--- config.mk ---
export PLATFORM = sky130hd
export DESIGN_NAME = first_fit_block_allocator
export DESIGN_NICKNAME = d
export VERILOG_FILES = /design/src/rtl/fbalc_pkg.sv /design/src/rtl/fbalc_ram.sv /design/src/rtl/first_fit_block_allocator.sv
export SDC_FILE = /design/constraint.sdc
export NUM_CORES = 2
export LEC_CHECK = 0
export BUFFER_PORTS_ARGS = -buffer_cell sky130_fd_sc_hd__buf_2
export CAP_MARGIN = 10
export CELL_PAD_IN_SITES_DETAIL_PLACEMENT = 0
export CELL_PAD_IN_SITES_GLOBAL_PLACEMENT = 1
export CORE_ASPECT_RATIO = 0.8
export CORE_MARGIN = 5
export CORE_UTILIZATION = 45
export CTS_CLUSTER_SIZE = 40
export DETAILED_ROUTE_END_ITERATION = 10
export PLACE_DENSITY = 0.78
export SLEW_MARGIN = 25
export SYNTH_ARGS = -nofsm -noshare
export SYNTH_HDL_FRONTEND = slang
export SYNTH_SLANG_ARGS = --single-unit
--- constraint.sdc ---
create_clock -name i_clk -period 12.9 [get_ports i_clk]
set_input_delay 0.645 -clock i_clk [delete_from_list [all_inputs] [get_ports i_clk]]
set_output_delay 0.645 -clock i_clk [all_outputs]
set_load 0.05 [all_outputs]
--- src/rtl/fbalc_pkg.sv ---
// ----------------------------------------------------------------------------
// fbalc_pkg
// shared types and constants of the first-fit block allocator
// ----------------------------------------------------------------------------
package fbalc_pkg;

    // default number of block descriptors in the table
    localparam int TABLE_SLOTS_DEF = 32;

    // width of offsets, lengths and the region size
    localparam int DATA_W = 32;

    // request kinds carried in the input tuser
    localparam logic [1:0] ACT_FORMAT = 2'd0;
    localparam logic [1:0] ACT_ALLOC  = 2'd1;
    localparam logic [1:0] ACT_FREE   = 2'd2;

    // result status codes
    localparam logic ST_DONE  = 1'b0;
    localparam logic ST_NOFIT = 1'b1;

    // one block descriptor as stored in the table memory
    typedef struct packed {
        logic [DATA_W-1:0] start;
        logic [DATA_W-1:0] length;
        logic              used;
    } t_entry;

    localparam int ENTRY_W = $bits(t_entry);

endpackage

--- src/rtl/fbalc_ram.sv ---
// ----------------------------------------------------------------------------
// fbalc_ram
// generic simple dual-port ram: one write port, one read port, registered read
// ----------------------------------------------------------------------------
module fbalc_ram #(
    parameter int WIDTH = fbalc_pkg::ENTRY_W,
    parameter int DEPTH = fbalc_pkg::TABLE_SLOTS_DEF,
    localparam int AW   = (DEPTH > 1) ? $clog2(DEPTH) : 1
) (
    input  logic             i_clk,
    input  logic             i_we,
    input  logic [AW-1:0]    i_waddr,
    input  logic [WIDTH-1:0] i_wdata,
    input  logic [AW-1:0]    i_raddr,
    output logic [WIDTH-1:0] o_rdata
);

    logic [WIDTH-1:0] r_mem [DEPTH];
    logic [WIDTH-1:0] r_rdata;

    // write port
    always_ff @(posedge i_clk) begin
        if (i_we) begin
            r_mem[i_waddr] <= i_wdata;
        end
    end

    // registered read port
    always_ff @(posedge i_clk) begin
        r_rdata <= r_mem[i_raddr];
    end

    assign o_rdata = r_rdata;

endmodule

--- src/rtl/first_fit_block_allocator.sv ---
// Sequence: format reruns the clearing pass; free scans for the matching entry;
// allocate does a fit scan, then an empty-slot scan if a remainder is left, then a trim write.
// One item at a time, set by one descriptor read per cycle from the table ram.
// Reset: synchronous active low; a clearing pass zeroes the table after reset,
// during which no transfer is accepted (config writes still are).
// ----------------------------------------------------------------------------
// first_fit_block_allocator
// first-fit allocator over a table of block descriptors for one managed region
// ----------------------------------------------------------------------------
module first_fit_block_allocator #(
    parameter int TABLE_SLOTS = fbalc_pkg::TABLE_SLOTS_DEF
) (
    input  logic                        i_clk,
    input  logic                        i_rst_n,
    // configuration: region_size
    input  logic                        i_cfg_we,
    input  logic [fbalc_pkg::DATA_W-1:0] i_cfg_wdata,
    // request stream
    input  logic                        i_s_axis_tvalid,
    output logic                        o_s_axis_tready,
    input  logic [63:0]                 i_s_axis_tdata,  // amount[31:0], free_offset[63:32]
    input  logic [1:0]                  i_s_axis_tuser,  // action[1:0]
    // result stream
    output logic                        o_m_axis_tvalid,
    input  logic                        i_m_axis_tready,
    output logic [31:0]                 o_m_axis_tdata,  // offset[31:0]
    output logic                        o_m_axis_tuser   // status[0]
);

    localparam int AW = $clog2(TABLE_SLOTS);
    localparam int CW = AW + 1;
    localparam int DW = fbalc_pkg::DATA_W;

    localparam logic [CW-1:0] CNT_END  = CW'(TABLE_SLOTS);
    localparam logic [AW-1:0] IDX_LAST = AW'(TABLE_SLOTS - 1);

    // sequencer states
    localparam logic [2:0] S_CLEAR = 3'd0;
    localparam logic [2:0] S_IDLE  = 3'd1;
    localparam logic [2:0] S_FIT   = 3'd2;
    localparam logic [2:0] S_HOLE  = 3'd3;
    localparam logic [2:0] S_FREE  = 3'd4;
    localparam logic [2:0] S_WR_K  = 3'd5;
    localparam logic [2:0] S_DONE  = 3'd6;

    logic [2:0]    r_state,   n_state;
    logic [CW-1:0] r_idx,     n_idx;
    logic          r_rd_vld,  n_rd_vld;
    logic [AW-1:0] r_chk,     n_chk;
    logic          r_fmt,     n_fmt;
    logic [DW-1:0] r_key,     n_key;
    logic [AW-1:0] r_k,       n_k;
    logic [DW-1:0] r_sk,      n_sk;
    logic [DW-1:0] r_rest,    n_rest;
    logic          r_res_st,  n_res_st;
    logic [DW-1:0] r_res_off, n_res_off;
    logic          r_out_vld, n_out_vld;
    logic          r_out_st,  n_out_st;
    logic [DW-1:0] r_out_off, n_out_off;
    logic [DW-1:0] r_region;

    logic                       ram_we;
    logic [AW-1:0]              ram_waddr;
    fbalc_pkg::t_entry          ram_wdata;
    logic [AW-1:0]              ram_raddr;
    logic [fbalc_pkg::ENTRY_W-1:0] ram_rdata;

    fbalc_pkg::t_entry w_rd;
    logic [DW:0]       w_diff;
    logic              w_fit;
    logic              w_hole;
    logic              w_match;
    logic              w_hit;
    logic              w_last;
    logic [DW-1:0]     w_split_start;
    logic              w_in_xfer;
    logic              w_out_xfer;

    // descriptor table
    fbalc_ram #(
        .WIDTH (fbalc_pkg::ENTRY_W),
        .DEPTH (TABLE_SLOTS)
    ) u_table (
        .i_clk   (i_clk),
        .i_we    (ram_we),
        .i_waddr (ram_waddr),
        .i_wdata (ram_wdata),
        .i_raddr (ram_raddr),
        .o_rdata (ram_rdata)
    );

    // shared compare unit on the descriptor just read
    assign w_rd    = fbalc_pkg::t_entry'(ram_rdata);
    assign w_diff  = {1'b0, w_rd.length} - {1'b0, r_key};
    assign w_fit   = !w_rd.used && !w_diff[DW];
    assign w_hole  = (w_rd.length == '0);
    assign w_match = !w_hole && (w_rd.start == r_key);
    assign w_last  = (r_chk == IDX_LAST);
    assign w_split_start = r_sk + r_key;

    always_comb begin
        case (r_state)
            S_FIT:   w_hit = r_rd_vld && w_fit;
            S_HOLE:  w_hit = r_rd_vld && w_hole;
            S_FREE:  w_hit = r_rd_vld && w_match;
            default: w_hit = 1'b0;
        endcase
    end

    assign w_in_xfer  = i_s_axis_tvalid && o_s_axis_tready;
    assign w_out_xfer = r_out_vld && i_m_axis_tready;

    // sequencer
    always_comb begin
        n_state   = r_state;
        n_idx     = r_idx;
        n_rd_vld  = r_rd_vld;
        n_chk     = r_chk;
        n_fmt     = r_fmt;
        n_key     = r_key;
        n_k       = r_k;
        n_sk      = r_sk;
        n_rest    = r_rest;
        n_res_st  = r_res_st;
        n_res_off = r_res_off;
        n_out_vld = r_out_vld && !w_out_xfer;
        n_out_st  = r_out_st;
        n_out_off = r_out_off;
        ram_we    = 1'b0;
        ram_waddr = r_chk;
        ram_wdata = '0;
        ram_raddr = r_idx[AW-1:0];

        // one read per cycle while scanning
        if (r_state == S_FIT || r_state == S_HOLE || r_state == S_FREE) begin
            if (r_idx != CNT_END) begin
                n_idx    = r_idx + CW'(1);
                n_rd_vld = 1'b1;
                n_chk    = r_idx[AW-1:0];
            end else begin
                n_rd_vld = 1'b0;
            end
        end

        case (r_state)
            // sweep the table, entry 0 gets the region on format
            S_CLEAR: begin
                ram_we           = 1'b1;
                ram_waddr        = r_idx[AW-1:0];
                ram_wdata.length = (r_fmt && r_idx == '0) ? r_region : '0;
                n_idx            = r_idx + CW'(1);
                if (r_idx[AW-1:0] == IDX_LAST) begin
                    n_res_st  = fbalc_pkg::ST_DONE;
                    n_res_off = '0;
                    n_state   = r_fmt ? S_DONE : S_IDLE;
                end
            end
            // take one request
            S_IDLE: begin
                n_idx    = '0;
                n_rd_vld = 1'b0;
                n_key    = '0;
                n_res_st  = fbalc_pkg::ST_DONE;
                n_res_off = '0;
                if (w_in_xfer) begin
                    case (i_s_axis_tuser)
                        fbalc_pkg::ACT_FORMAT: begin
                            n_fmt   = 1'b1;
                            n_state = S_CLEAR;
                        end
                        fbalc_pkg::ACT_ALLOC: begin
                            n_key = i_s_axis_tdata[31:0];
                            if (i_s_axis_tdata[31:0] == '0) begin
                                n_res_st = fbalc_pkg::ST_NOFIT;
                                n_state  = S_DONE;
                            end else begin
                                n_state = S_FIT;
                            end
                        end
                        fbalc_pkg::ACT_FREE: begin
                            n_key   = i_s_axis_tdata[63:32];
                            n_state = S_FREE;
                        end
                        default: begin
                            n_state = S_DONE;
                        end
                    endcase
                end
            end
            // first free entry long enough
            S_FIT: begin
                if (w_hit) begin
                    n_k      = r_chk;
                    n_sk     = w_rd.start;
                    n_rest   = w_diff[DW-1:0];
                    n_idx    = '0;
                    n_rd_vld = 1'b0;
                    n_state  = (w_diff[DW-1:0] != '0) ? S_HOLE : S_WR_K;
                end else if (r_rd_vld && w_last) begin
                    n_res_st  = fbalc_pkg::ST_NOFIT;
                    n_res_off = '0;
                    n_state   = S_DONE;
                end
            end
            // first empty entry takes the remainder
            S_HOLE: begin
                if (w_hit) begin
                    ram_we           = 1'b1;
                    ram_waddr        = r_chk;
                    ram_wdata.start  = w_split_start;
                    ram_wdata.length = r_rest;
                    ram_wdata.used   = 1'b0;
                    n_state          = S_WR_K;
                end else if (r_rd_vld && w_last) begin
                    n_state = S_WR_K;
                end
            end
            // trim the chosen entry and mark it used
            S_WR_K: begin
                ram_we           = 1'b1;
                ram_waddr        = r_k;
                ram_wdata.start  = r_sk;
                ram_wdata.length = r_key;
                ram_wdata.used   = 1'b1;
                n_res_st         = fbalc_pkg::ST_DONE;
                n_res_off        = r_sk;
                n_state          = S_DONE;
            end
            // first live entry with matching start
            S_FREE: begin
                if (w_hit) begin
                    ram_we           = 1'b1;
                    ram_waddr        = r_chk;
                    ram_wdata.start  = w_rd.start;
                    ram_wdata.length = w_rd.length;
                    ram_wdata.used   = 1'b0;
                    n_state          = S_DONE;
                end else if (r_rd_vld && w_last) begin
                    n_state = S_DONE;
                end
            end
            // hand the result to the output register
            S_DONE: begin
                if (!r_out_vld || i_m_axis_tready) begin
                    n_out_vld = 1'b1;
                    n_out_st  = r_res_st;
                    n_out_off = r_res_off;
                    n_state   = S_IDLE;
                end
            end
            default: begin
                n_state = S_IDLE;
            end
        endcase
    end

    // control registers
    always_ff @(posedge i_clk) begin
        if (!i_rst_n) begin
            r_state   <= S_CLEAR;
            r_idx     <= '0;
            r_rd_vld  <= 1'b0;
            r_fmt     <= 1'b0;
            r_out_vld <= 1'b0;
            r_region  <= '0;
        end else begin
            r_state   <= n_state;
            r_idx     <= n_idx;
            r_rd_vld  <= n_rd_vld;
            r_fmt     <= n_fmt;
            r_out_vld <= n_out_vld;
            if (i_cfg_we) begin
                r_region <= i_cfg_wdata;
            end
        end
    end

    // payload registers
    always_ff @(posedge i_clk) begin
        r_chk     <= n_chk;
        r_key     <= n_key;
        r_k       <= n_k;
        r_sk      <= n_sk;
        r_rest    <= n_rest;
        r_res_st  <= n_res_st;
        r_res_off <= n_res_off;
        r_out_st  <= n_out_st;
        r_out_off <= n_out_off;
    end

    assign o_s_axis_tready = (r_state == S_IDLE);
    assign o_m_axis_tvalid = r_out_vld;
    assign o_m_axis_tdata  = r_out_off;
    assign o_m_axis_tuser  = r_out_st;

    // no request taken while the table is being cleared
    a_no_take_in_clear: assert property (@(posedge i_clk) disable iff (!i_rst_n)
        (r_state == S_CLEAR) |-> !o_s_axis_tready)
        else $error("request accepted during table clear");

    // one request at a time
    a_busy_after_take: assert property (@(posedge i_clk) disable iff (!i_rst_n)
        w_in_xfer |=> !o_s_axis_tready)
        else $error("second request accepted while busy");

    // a failed allocate reports offset zero
    a_nofit_offset: assert property (@(posedge i_clk) disable iff (!i_rst_n)
        (o_m_axis_tvalid && o_m_axis_tuser) |-> (o_m_axis_tdata == '0))
        else $error("no-fit result with nonzero offset");

    // a trim write always marks the entry used with the request length
    a_trim_write: assert property (@(posedge i_clk) disable iff (!i_rst_n)
        (r_state == S_WR_K) |-> (ram_we && ram_wdata.used && ram_wdata.length != '0))
        else $error("bad trim write");

endmodule
==> impl_metrics.json <==
{
  "status": "finished clean",
  "yosysWarnings": 0,
  "gr-total-overflow": 0,
  "finClkSkew_ps": 59.3,
  "ys_types": 98,
  "avgSynthCellArea_um2": 18.1,
  "maxSlewHeadroom_pct": 20.4,
  "cts.repair.resized": 0,
  "hp-start": "i_cfg_wdata[31]",
  "required_ps": 13380,
  "async_flop_share_pct": 0,
  "grt_pass1_vias": 49900,
  "clk_latency_ps": 870,
  "crit_path_start_kind": "flip-flop",
  "tritoncts": "built",
  "avgRoutedWirePerCell_um": 31.5,
  "io_buffers": 137,
  "viasPerCell": 6.23,
  "leakage_nw": 30.7,
  "hpwl_mm": 159,
  "finalPower_w": 0.0161,
  "path_max_fanout": 29,
  "ff2ff_path_depth": 12,
  "hold_end": "r_region[31]",
  "root_buffer": "clkbuf_16",
  "grt_start_max_net_pins": 119,
  "drive_gt1_share_pct": 20.7,
  "wirelength_mm": 268,
  "track_usage_pct": 23.9,
  "io_pins": 138,
  "multi_input_area_mm2": 0.0239,
  "n_fill_cell": 16500,
  "worst_pin_slew_ps": 1180,
  "yosys_most_used_dff": "edfxtp_1",
  "fp.dieH_um": 420,
  "setup_violations": 0,
  "clk_pin_slew_ps": 60,
  "instances_no_fill": 8486,
  "area_delta_synth_final_pct": 12.9,
  "ant_nets": 0,
  "worst_ir_drop_vdd_mv": 0.143,
  "rr_startpoint": "r_key[1]",
  "drc": 0,
  "rrSetupSlack_ps": 7500,
  "crit_start": "r_key[1]",
  "dp.cells": 8048,
  "cp-end-kind": "flip-flop",
  "fp.dieW_um": 522,
  "synth_area_mm2": 0.0945,
  "grt_pass1_wl_mm": 376,
  "crit_arrival_ps": 5880,
  "htree_levels": 4,
  "drt-pass1-iter-count": 5,
  "core_area_mm2": 0.209,
  "vias": 52900,
  "hold_viol_final": 0,
  "synth-seq-cells": 2361,
  "fin_nets": 5644,
  "gp_congestion": 0.970,
  "ys_seq_area_share_pct": 73.9,
  "antenna_found_initial": 19,
  "crit_type": "reg -> reg",
  "min-delay-path-class": "in -> reg",
  "hold_depth": 3,
  "rsz0062_at_grt": "no",
  "cts_sinks": 2361,
  "fmax_mhz": 185,
  "numCtsBuffers": 216,
  "synthCells": 5229,
  "drv_cap": 0,
  "final-seq-area_mm2": 0.0698,
  "fin_setup_tns_ps": 0,
  "syn_nets": 5404,
  "num_rows": 150,
  "start_util_pct": 45.2,
  "p_per_area_mw_per_mm2": 151,
  "cts_buffer_depth": 3,
  "drtIter0Drc": 7739,
  "die_area_mm2": 0.219,
  "r2r_end": "u_table.r_mem[4][28]",
  "fin_util_pct": 51.1,
  "slew_viol_final": 0,
  "fin_crit_ps": 5400,
  "synth_edf_count": 2252,
  "period_share_pct": 41.8
}
==> registers in the layout, indices dropped and copies added, names as in the netlist, 3 cells and up <==
signal and cells:
r_chk 5, r_res_off 32, r_rest 32, r_idx 6, r_sk 32, r_state 3
u_table.r_mem 2080, o_m_axis_tdata 32, u_table.o_rdata 65, r_k 5, r_region 32, r_key 32
==> synthesized netlist by cell type, types with 17 or more instances <==
cell	n	area, um^2
nor2_1	218	818
and2_1	44	275
nor3_1	31	155
buf_1	66	248
mux2_2	111	1250
ha_1	70	876
nor4_1	31	194
clkbuf_1	187	702
a22o_1	35	307
o21ai_0	193	966
o21bai_1	18	135
xor2_1	44	385
mux4_2	350	7880
o21a_1	17	128
nand2_1	225	845
a221o_1	51	510
nand3_1	32	160
dfxtp_1	109	2180
inv_1	56	210
o221ai_1	146	1280
a211oi_1	24	180
a21oi_1	222	1110
buf_2	26	130
a22oi_1	48	360
mux2i_1	326	3260
a21o_1	29	218
xnor2_1	27	236
o22ai_1	59	369
edfxtp_1	2252	67600
==> how the worst max path moves through the flow <==
stage | to | slack [ps] | cells past startpoint
6_report | u_table.r_mem[4][28] | 7500 | 12
5_1_grt | u_table.r_mem[23][18] | 7430 | 11
4_1_cts | u_table.r_mem[19][29] | 7530 | 11
3_5_place_dp | u_table.r_mem[19][29] | 7530 | 11
3_3_place_gp | u_table.r_mem[4][33] | 7640 | 13
2_1_floorplan | r_k[0] | 7050 | 10
==> critical path: stages, from the launching register on <==
cell	delay (ps)
edfxtp_1	610
xor2_1	250
nor4_1	400
nand3_1	200
or4_1	620
nand2_1	300
nand3b_1	130
a21oi_1	280
nand3_1	280
buf_4	300
nor2_4	420
buf_4	580
buf_4	630
==> power breakdown <==
part | total, W | internal (W) | switching, W | leakage (nW)
Clock | 0.00640 | 0.00354 | 0.00286 | 3.45
Combinational | 0.00114 | 0.000417 | 0.000726 | 8.92
Sequential | 0.00854 | 0.00843 | 0.000109 | 18.3
==> cells by family after synthesis <==
kind of cell	after synthesis	share of synthesized area, %
multiplexers	787	13.1
buffers and inverters	337	1.37
XOR/XNOR	71	0.658
adder cells (fa/ha/maj)	72	0.969
AO/OA/AOI/OAI	938	6.77
flip-flops	2361	73.9
AND/OR/NAND/NOR	663	3.25
==> stage by stage <==
step,hold slack [ps],setup slack [ps],cell area (um^2)
final,62.6,7500,107000
after floorplan,400,7050,94500
after CTS,0.927,7530,107000
after global routing,35.2,7430,107000
after detailed placement,405,7530,99400
after global placement,405,7640,99300
==> placed cells by master (no fill, tap or decap), types with 129 or more instances in the layout <==
master     netlist  routed
a21oi_1        222     222
edfxtp_1      2252    2252
buf_2           26     137
o21ai_0        193     180
buf_4            0     129
clkbuf_16        0     216
o221ai_1       146     146
mux2i_1        326     326
mux4_2         350     350
nand2_1        225     223
nor2_1         218     183
==> area by class of cell <==
class	count	area share, %
clock inverters	135	1.32
clock buffers	274	5.31
flip-flops and latches	2361	65.4
inverters	58	0.205
well taps	2812	3.30
multi-input cells	2531	22.4
diodes	14	0.0328
repair buffers	301	2.03
==> metal layers <==
metal / up-vias / track usage [%] / routed length, um
met5: - / 0 / 24
met3: 344 / 6.05 / 32100
met1: 27500 / 36.6 / 113000
li1: 21900 / - / -
met2: 3136 / 34.6 / 116000
met4: 4 / 5.83 / 6580
==> timing repair <==
item,CTS,global route
buffers inserted,0,0
endpoints found under the hold margin,11,0
hold buffers,11,0
Note: power is estimated with default switching activity, not from simulation.
